[src/rtl/kbc_pkg.sv]
// kbc_pkg: shared codes and helpers for the keyboard bus controller.
// Word kinds, register addresses, frame constants and the tone prescaler mask.
// No dependencies.
`default_nettype none

package kbc_pkg;

   localparam int KindWidth = 3;
   localparam int AddrWidth = 2;
   localparam int ByteWidth = 8;
   localparam int BitCountWidth = 4;
   localparam int PrescaleWidth = 10;
   localparam int SelectWidth = 3;

   localparam logic [KindWidth-1:0] KIND_TICK  = 3'd0;
   localparam logic [KindWidth-1:0] KIND_FALL  = 3'd1;
   localparam logic [KindWidth-1:0] KIND_RISE  = 3'd2;
   localparam logic [KindWidth-1:0] KIND_READ  = 3'd3;
   localparam logic [KindWidth-1:0] KIND_WRITE = 3'd4;

   localparam logic [AddrWidth-1:0] ADDR_KEY     = 2'd0;
   localparam logic [AddrWidth-1:0] ADDR_SCRATCH = 2'd1;
   localparam logic [AddrWidth-1:0] ADDR_SELECT  = 2'd2;
   localparam logic [AddrWidth-1:0] ADDR_COMPARE = 2'd3;

   localparam logic [BitCountWidth-1:0] FIRST_DATA_BIT = 4'd1;
   localparam logic [BitCountWidth-1:0] LAST_DATA_BIT  = 4'd8;
   localparam logic [BitCountWidth-1:0] FRAME_BITS     = 4'd11;

   localparam logic [SelectWidth-1:0] SEL_STOP    = 3'd0;
   localparam logic [SelectWidth-1:0] SEL_DIV1    = 3'd1;
   localparam logic [SelectWidth-1:0] SEL_DIV8    = 3'd2;
   localparam logic [SelectWidth-1:0] SEL_DIV64   = 3'd3;
   localparam logic [SelectWidth-1:0] SEL_DIV256  = 3'd4;
   localparam logic [SelectWidth-1:0] SEL_DIV1024 = 3'd5;

   function automatic logic [PrescaleWidth-1:0] prescale_mask(
      input logic [SelectWidth-1:0] sel
   );
      logic [PrescaleWidth-1:0] mask;
      begin
         unique case (sel)
            SEL_DIV8:    mask = 10'h007;
            SEL_DIV64:   mask = 10'h03F;
            SEL_DIV256:  mask = 10'h0FF;
            SEL_DIV1024: mask = 10'h3FF;
            default:     mask = '0;
         endcase
         return mask;
      end
   endfunction

   function automatic logic timer_running(input logic [SelectWidth-1:0] sel);
      begin
         return (sel >= SEL_DIV1) && (sel <= SEL_DIV1024);
      end
   endfunction

endpackage

`default_nettype wire

[src/rtl/keyboard_bus_controller.sv]
// keyboard_bus_controller: PS/2 receiver, host register file and tone timer.
// Order: an accepted word is held in the input register, then its result in the result register.
// Throughput: one word per cycle; an input register and a result register frame the
// single update stage, and the input side stalls only while a result is held.
// Reset (synchronous, active high): clears the valid bits of both stages and resets all controller state.
// Depends on kbc_pkg.
`default_nettype none

module keyboard_bus_controller
   import kbc_pkg::*;
(
   input  wire logic                 clock,
   input  wire logic                 reset,
   input  wire logic                 req_valid,
   output      logic                 req_stall,
   input  wire logic [KindWidth-1:0] req_kind,
   input  wire logic                 req_ps2_data,
   input  wire logic [AddrWidth-1:0] req_bus_address,
   input  wire logic [ByteWidth-1:0] req_write_data,
   output      logic                 rsp_valid,
   input  wire logic                 rsp_stall,
   output      logic [ByteWidth-1:0] rsp_read_data,
   output      logic                 rsp_speaker
);

   // input stage
   logic                 in_valid_ff, in_valid_in;
   logic [KindWidth-1:0] kind_ff;
   logic                 ps2_data_ff;
   logic [AddrWidth-1:0] addr_ff;
   logic [ByteWidth-1:0] wdata_ff;

   // result stage
   logic                 out_valid_ff, out_valid_in;
   logic [ByteWidth-1:0] read_data_ff, read_data_in;
   logic                 speaker_ff;

   // controller state
   logic [ByteWidth-1:0]     shift_buffer_ff, shift_buffer_in;
   logic [BitCountWidth-1:0] bit_count_ff, bit_count_in;
   logic                     expect_falling_ff, expect_falling_in;
   logic [ByteWidth-1:0]     key_byte_ff, key_byte_in;
   logic [ByteWidth-1:0]     scratch_ff, scratch_in;
   logic [SelectWidth-1:0]   select_ff, select_in;
   logic [ByteWidth-1:0]     compare_ff, compare_in;
   logic [PrescaleWidth-1:0] prescale_ff, prescale_in;
   logic [ByteWidth-1:0]     timer_ff, timer_in;
   logic                     speaker_level_ff, speaker_level_in;

   logic                     advance;
   logic                     move;
   logic                     accept;
   logic [PrescaleWidth-1:0] prescale_next;
   logic [BitCountWidth-1:0] bit_count_next;

   assign advance   = !out_valid_ff || !rsp_stall;
   assign move      = in_valid_ff && advance;
   assign req_stall = in_valid_ff && !advance;
   assign accept    = req_valid && !req_stall;

   assign in_valid_in  = accept || (in_valid_ff && !advance);
   assign out_valid_in = move || (out_valid_ff && rsp_stall);

   assign prescale_next  = prescale_ff + PrescaleWidth'(1);
   assign bit_count_next = bit_count_ff + BitCountWidth'(1);

   always_comb begin
      shift_buffer_in   = shift_buffer_ff;
      bit_count_in      = bit_count_ff;
      expect_falling_in = expect_falling_ff;
      key_byte_in       = key_byte_ff;
      scratch_in        = scratch_ff;
      select_in         = select_ff;
      compare_in        = compare_ff;
      prescale_in       = prescale_ff;
      timer_in          = timer_ff;
      speaker_level_in  = speaker_level_ff;
      read_data_in      = '0;
      if (move) begin
         unique case (kind_ff)
            KIND_TICK: begin
               if (timer_running(select_ff)) begin
                  prescale_in = prescale_next;
                  if ((prescale_next & prescale_mask(select_ff)) == '0) begin
                     if (timer_ff == compare_ff) begin
                        timer_in         = '0;
                        speaker_level_in = !speaker_level_ff;
                     end else begin
                        timer_in = timer_ff + ByteWidth'(1);
                     end
                  end
               end
            end
            KIND_FALL: begin
               if (expect_falling_ff) begin
                  if (bit_count_ff >= FIRST_DATA_BIT && bit_count_ff <= LAST_DATA_BIT) begin
                     shift_buffer_in = {ps2_data_ff, shift_buffer_ff[ByteWidth-1:1]};
                  end
                  expect_falling_in = 1'b0;
               end
            end
            KIND_RISE: begin
               if (!expect_falling_ff) begin
                  if (bit_count_next == FRAME_BITS) begin
                     key_byte_in     = shift_buffer_ff;
                     shift_buffer_in = '0;
                     bit_count_in    = '0;
                  end else begin
                     bit_count_in = bit_count_next;
                  end
                  expect_falling_in = 1'b1;
               end
            end
            KIND_READ: begin
               unique case (addr_ff)
                  ADDR_KEY:     read_data_in = key_byte_ff;
                  ADDR_SCRATCH: read_data_in = scratch_ff;
                  default:      read_data_in = '0;
               endcase
            end
            KIND_WRITE: begin
               unique case (addr_ff)
                  ADDR_SCRATCH: scratch_in = wdata_ff;
                  ADDR_SELECT:  select_in  = wdata_ff[SelectWidth-1:0];
                  ADDR_COMPARE: compare_in = wdata_ff;
                  default:      ;
               endcase
            end
            default: ;
         endcase
      end
   end

   always_ff @(posedge clock) begin
      if (reset) begin
         in_valid_ff       <= 1'b0;
         out_valid_ff      <= 1'b0;
         shift_buffer_ff   <= '0;
         bit_count_ff      <= '0;
         expect_falling_ff <= 1'b1;
         key_byte_ff       <= '0;
         scratch_ff        <= '0;
         select_ff         <= SEL_STOP;
         compare_ff        <= '0;
         prescale_ff       <= '0;
         timer_ff          <= '0;
         speaker_level_ff  <= 1'b0;
      end else begin
         in_valid_ff       <= in_valid_in;
         out_valid_ff      <= out_valid_in;
         shift_buffer_ff   <= shift_buffer_in;
         bit_count_ff      <= bit_count_in;
         expect_falling_ff <= expect_falling_in;
         key_byte_ff       <= key_byte_in;
         scratch_ff        <= scratch_in;
         select_ff         <= select_in;
         compare_ff        <= compare_in;
         prescale_ff       <= prescale_in;
         timer_ff          <= timer_in;
         speaker_level_ff  <= speaker_level_in;
      end
   end

   always_ff @(posedge clock) begin
      if (accept) begin
         kind_ff     <= req_kind;
         ps2_data_ff <= req_ps2_data;
         addr_ff     <= req_bus_address;
         wdata_ff    <= req_write_data;
      end
      if (move) begin
         read_data_ff <= read_data_in;
         speaker_ff   <= speaker_level_in;
      end
   end

   assign rsp_valid     = out_valid_ff;
   assign rsp_read_data = read_data_ff;
   assign rsp_speaker   = speaker_ff;

   a_bit_count_range: assert property (@(posedge clock) disable iff (reset)
      bit_count_ff < FRAME_BITS)
      else $error("bit count past frame length");

   a_buffer_clear_at_frame_start: assert property (@(posedge clock) disable iff (reset)
      bit_count_ff == '0 |-> shift_buffer_ff == '0)
      else $error("shift buffer not clear at frame start");

   a_read_data_zero: assert property (@(posedge clock) disable iff (reset)
      move && kind_ff != KIND_READ |=> rsp_read_data == '0)
      else $error("nonzero read data for a non-read word");

   a_speaker_on_tick: assert property (@(posedge clock) disable iff (reset)
      speaker_level_ff != speaker_level_in |-> move && kind_ff == KIND_TICK)
      else $error("speaker toggled outside a tick");

   a_result_tracks_level: assert property (@(posedge clock) disable iff (reset)
      move |=> rsp_speaker == speaker_level_ff)
      else $error("result speaker differs from state");

endmodule

`default_nettype wire
[config.mk]
export PLATFORM = sky130hd
export DESIGN_NAME = keyboard_bus_controller
export DESIGN_NICKNAME = d
export VERILOG_FILES = /design/src/rtl/kbc_pkg.sv /design/src/rtl/keyboard_bus_controller.sv
export SDC_FILE = /design/constraint.sdc
export NUM_CORES = 1
export LEC_CHECK = 0
export BUFFER_PORTS_ARGS = -buffer_cell sky130_fd_sc_hd__buf_2
export CORE_MARGIN = 2
export CORE_UTILIZATION = 52
export CTS_CLUSTER_SIZE = 28
export DETAILED_ROUTE_END_ITERATION = 12
export PLACE_DENSITY = 0.79
export SETUP_SLACK_MARGIN = 0.5
export SYNTH_ARGS = -nofsm -noshare
export SYNTH_HDL_FRONTEND = slang
export SYNTH_SLANG_ARGS = --single-unit
[constraint.sdc]
create_clock -name clock -period 2.9 [get_ports clock]
set_clock_uncertainty 0.2 [all_clocks]
set_input_delay 0.58 -clock clock [delete_from_list [all_inputs] [get_ports clock]]
set_output_delay 0.58 -clock clock [all_outputs]
set_load 0.01 [all_outputs]
Word level (Yosys, flattened, before mapping)
Index checks and enable logic that the tools add are counted.
Widths: inputs -> output; s select.
Operators by class
  add/subtract/negate cells: 3
  mux-type cells: 18
  $lt $le $gt $ge: 4
  eq/ne operators: 17
  reduce and logical (&&, ||, !) cells: 27
  bitwise gates (word level): 2
Operators with widths (number)
  $mux 8: 5
  $pmux 10 s4: 1
  $pmux 8 s2: 2
  $mux 10: 3
  $reduce_and 3->1: 5
  $eq 3x2->1 const B: 4
  $add 10x1->10 const B: 1
  $and 10x10->10: 1
  $logic_not 10->1: 1
  $eq 3x3->1 const B: 3
  $add 8x1->8 const B: 1
  $eq 8x8->1: 1
  $ne 2x2->1 const B: 4
  $reduce_and 4->1: 2
  $logic_and 1x1->1: 6
  $reduce_and 6->1: 1
  $logic_not 1->1: 5
  $mux 1: 5
  $add 4x1->4 const B: 1
  $eq 2x2->1 const B: 2
  $eq 4x4->1 const B: 1
  $ge 4x1->1 const B: 1
  $le 4x4->1 const B: 1
  $mux 4: 1
  other kinds (11): 13
Storage, ports and cells
  register bits after elaboration: 84
  logic and storage cells: 89

Logic depth before layout (Yosys ltp)
  depth after elaboration: 11
  mapped depth: 9
  mapped depth without buffers: 8

Least setup slack after synthesis
Ideal clock, no wire load.
  path kind: input port to flip-flop
  from: input rsp_stall
  to: register timer_ff[5]
  data arrival time: 2.096 ns
  buffers on the path: 1
  stages on the path: 9
  setup time: 0.130 ns
  path slack: 0.474 ns
  cell sequence: nand2_1 > nand2_1 > inv_1 > and2_2 > a21boi_0 > nand2_2 > buf_6 > o41ai_1 > a21oi_1
On the way
  longest elaborated chain between the ends: 4
RTL lines
  start, declared: line keyboard_bus_controller.sv:21  | input wire logic rsp_stall,
  $logic_not 1->1: line keyboard_bus_controller.sv:56  | assign advance = !out_valid_ff || !rsp_stall;
  $logic_or 1x1->1: line keyboard_bus_controller.sv:56
  $logic_and 1x1->1: line keyboard_bus_controller.sv:57  | assign move = in_valid_ff && advance;
  net move: line keyboard_bus_controller.sv:51  | logic move;
  $reduce_and 4->1 (no line)
  end signal, assigned: line keyboard_bus_controller.sv:159  | timer_ff <= timer_in;
  end, declared: line keyboard_bus_controller.sv:47  | logic [ByteWidth-1:0] timer_ff, timer_in;
The timed path passes the listed nets, and every way through them passes these cells.
A chain may end at the register's enable or synchronous reset.

Worst setup path in the final report
  from: register prescale_ff[0]
  to: register timer_ff[4]
On the way
  longest elaborated chain between the ends: 4
RTL lines
  start, declared: line keyboard_bus_controller.sv:46  | logic [PrescaleWidth-1:0] prescale_ff, prescale_in;
  start signal, assigned: line keyboard_bus_controller.sv:158  | prescale_ff <= prescale_in;
  $add 10x1->10: line keyboard_bus_controller.sv:64  | assign prescale_next = prescale_ff + PrescaleWidth'(1);
  $and 10x10->10: line keyboard_bus_controller.sv:84  | if ((prescale_next & prescale_mask(select_ff)) == '0) begin
  $logic_not 10->1: line keyboard_bus_controller.sv:84
  $reduce_and 4->1 (no line)
Every way passes these cells.

==> summary.md <==
| Metric | Value |
|---|---|
| Non-filler cells in the finished layout | `520` |
| Mapped Avg Cell Area | `10.15 um2` |
| Rel. slew slack | `59.78%` |
| Initial antenna violation count | `0` |
| Tot Pwr | `0.002156 W` |
| Fin. Hold Viols | `0` |
| Die ar. | `8043 um2` |
| Slew Limit Fails | `0` |
| Pleak | `1.686 nW` |
| CTS buffer count | `9` |
| Setup TNS | `0 ns` |
| Clock-pin slew on the worst setup and hold paths | `0.09 ns` |
| Port Buffers | `28` |
| CTS H-tree lvls | `3` |
| Die H | `89.68 um` |
| R2r worst-path depth | `7` |
| Post-DRT Antenna Nets | `0` |
| Achievable frequency | `440.5 MHz` |
| Post-DR wirelength/cell | `14.56 um` |
| # diodes | `0` |
| Worst Setup SP | `prescale_ff[0]` |
| Worst-margin pin slew | `0.6033 ns` |
| Syn nets | `400` |
| Post-synth top area cell | `dfxtp_1` |
| Register Area | `1918 um2` |
| Fillers | `591` |
| Crit-path max FO | `16` |
| WP depth | `7` |
| Crit. End Element | `register` |
| Drt via density | `5.537` |
| Ranking of synthesized cells by area | `dfxtp_1 32%, edfxtp_1 18%, mux2i_1 9.4%, nor2_1 5.4%, a21oi_1 3.9%` |
| 1st-iter DRT viols | `199` |
| Async S/R FF share, synth | `0%` |
| Chip Width | `89.68 um` |
| Post-route DRC violation count | `0` |
| Status | `completed` |
| Clock Tree Buf Depth | `2` |
| Setup repair after global routing missed its margin | `true` |
| Max-Cap Viols | `0` |
| Hold buffers post-CTS | `0` |
| Cells after synthesis | `376` |
| CP required | `2.99 ns` |
| Global-route wire length before repair | `12210 um` |
| Initial core utilization | `53.20%` |
| Final Util | `60.84%` |
| Crit-path cells | `buf_4 -> nand3_1 -> or2_1 -> a21oi_2 -> o22ai_4 -> or4_1 -> a21oi_1` |
| Final setup fails | `0` |
| Post-synth EDFFs | `23` |
| Sequential element share of the synthesized area | `50.08%` |
| CP Launch Type | `register` |
| Worst Path Buf+Inv | `1` |
| Layout cell share with drive strength beyond 1 | `20.90%` |
| WS Path Type | `reg -> reg` |
| Clk sink count | `84` |
| Delay-heaviest family, CP | `simple AND/OR/NAND/NOR gates` |
| Synth top cells by count | `61 x dfxtp_1, 55 x nor2_1, 36 x mux2i_1` |
| Post-synthesis register bit count | `84` |
| Synth top area share | `31.99%` |
| Crit path DAT | `2.36 ns` |
| Core area | `7176 um2` |
| Final hold slack | `0.1854 ns` |
| Synth Warn # | `0` |
| Tot GR Track Use | `19.83%` |
| Row cnt | `31` |
| Cell count after placement | `494` |
| Total Wirelength | `7572 um` |
| Largest net degree at the start of global routing | `33` |
| Clock Latency Late Sink | `0.36 ns` |
| Final nets | `440` |
| Vias | `2879` |
| # IOs | `29` |
| Final Cycle Share | `78.29%` |
| CTS tree | `done` |
| DP HPWL | `4888 um` |
| Prevailing post-synth register cell | `dfxtp_1` |
| R2R setup slack | `0.63 ns` |
| DRT Pass-1 Iters | `4` |
| Final Wtd Congestion | `0.8229` |
| Syn Std Cell Area | `3817 um2` |
| Max incr delay on CP | `0.54 ns` |
| Hold Crit Class | `in -> reg` |
| Critical R2R Capture | `timer_ff[4]` |
| Power Dens Cells | `493.8 nW/um2` |
| Slowest CP cell | `or4_1` |
| Most instantiated library cell after synthesis | `dfxtp_1` |
| Grt ovf | `0` |
| Worst R2R Start | `prescale_ff[0]` |
| Crit path to | `timer_ff[4]` |
| Area grow syn2layout | `14.36%` |
| Multi-input gate area | `1843 um2` |
| Vias in the first global route | `2671` |
| Max VDD drop | `348.1 uV` |
| Final min period | `2.270 ns` |
| Clock root buffer | `clkbuf_8` |
| Synth cell types | `56` |
[where the power goes]
group | internal [W] | leakage [nW] | switching, W | total, W
clock | 0.000402 | 0.100 | 0.000437 | 0.000840
combinational | 0.0000318 | 0.872 | 0.0000416 | 0.0000733
sequential | 0.00122 | 0.714 | 0.0000196 | 0.00124
total | 0.00166 | 1.69 | 0.000499 | 0.00216
[worst reg2reg max path: stages, from the launching register on]
cell     delay [ns]
dfxtp_1        0.38
buf_4          0.18
nand3_1        0.12
or2_1          0.26
a21oi_2        0.19
o22ai_4        0.16
or4_1          0.54
a21oi_1        0.16
[per-layer routing]
metal,vias to the layer above,share of wire [%],track usage [%]
li1,1429,-,-
met1,1369,45,25.42
met2,75,49,31.68
met3,6,5.6,6.124
met4,0,0.63,7.191
met5,-,0,0
[layout make-up]
| type | count | share of cell area (%) |
|---|---|---|
| Sequential cell | 84 | 43.94 |
| Multi-Input combinational cell | 270 | 42.22 |
| Timing Repair Buffer | 43 | 5.790 |
| Clock buffer | 9 | 2.837 |
| Tap cell | 99 | 2.837 |
| Clock inverter | 7 | 1.691 |
| Inverter | 8 | 0.6879 |
[through the flow]
step | area [um2] | setup slack [ns]
after floorplan | 3817 | 0.5966
after global placement | 4030 | 0.4235
after detailed placement | 4030 | 0.3138
after CTS | 4249 | 0.5204
after global routing | 4365 | 0.4804
final | 4365 | 0.6296
[registers in the layout, indices dropped and copies added, names as in the netlist, 2 cells and up]
| signal | count |
|---|---|
| prescale_ff | 10 |
| compare_ff | 8 |
| key_byte_ff | 8 |
| rsp_read_data | 8 |
| scratch_ff | 8 |
| shift_buffer_ff | 8 |
| timer_ff | 8 |
| wdata_ff | 8 |
| bit_count_ff | 4 |
| kind_ff | 3 |
| select_ff | 3 |
| addr_ff | 2 |
[kinds of logic (layout without fill, tap and decap cells)]
logic type               Yosys count  count (layout)  share of synthesized area (%)
AO/OA/AOI/OAI                     59              59                          10.10
flip-flops                        84              84                          50.08
adder cells (fa/ha/maj)            6               6                          1.967
XOR/XNOR                          18              18                          4.130
AND/OR/NAND/NOR                  150             151                          20.98
buffers and inverters             23              67                          3.310
multiplexers                      36              36                          9.440
[worst min path at each step]
stage,from,endpoint,slack [ns],cells after the start
after floorplan,shift_buffer_ff[0],shift_buffer_ff[0],0.25,2
after detailed placement,shift_buffer_ff[2],shift_buffer_ff[2],0.28,2
final,req_write_data[6],wdata_ff[6],0.19,1
after global placement,shift_buffer_ff[0],shift_buffer_ff[0],0.26,2
after CTS,req_write_data[2],wdata_ff[2],0.18,1
after global routing,req_kind[2],kind_ff[2],0.17,1
[placed cells by master (no fill, tap or decap), types with 2 or more instances in the layout]
cell type and count:
a21oi_1 30, and3_1 3, buf_2 28, buf_4 15
clkbuf_8 9, clkinv_2 2, dfxtp_1 58, dfxtp_2 2
edfxtp_1 23, ha_1 5, inv_1 7, inv_6 2
mux2i_1 36, nand2_1 16, nand2b_1 10, nand3_1 10
nand3_2 2, nand3b_1 13, nand4_1 7, nor2_1 53
nor2_2 2, nor2b_1 4, nor3_1 2, o21ai_0 8
o31ai_1 5, or2_2 2, or3_1 6, or3_2 2
or4_1 6, xnor2_1 12, xor2_1 6
[what timing repair did]
item	4_1_cts	5_1_grt
setup endpoints to repair	10	18
gates cloned	0	1
gates resized for setup	5	11
buffers inserted	0	9
pin swaps	0	2
Note: power is estimated with default switching activity, not from simulation.
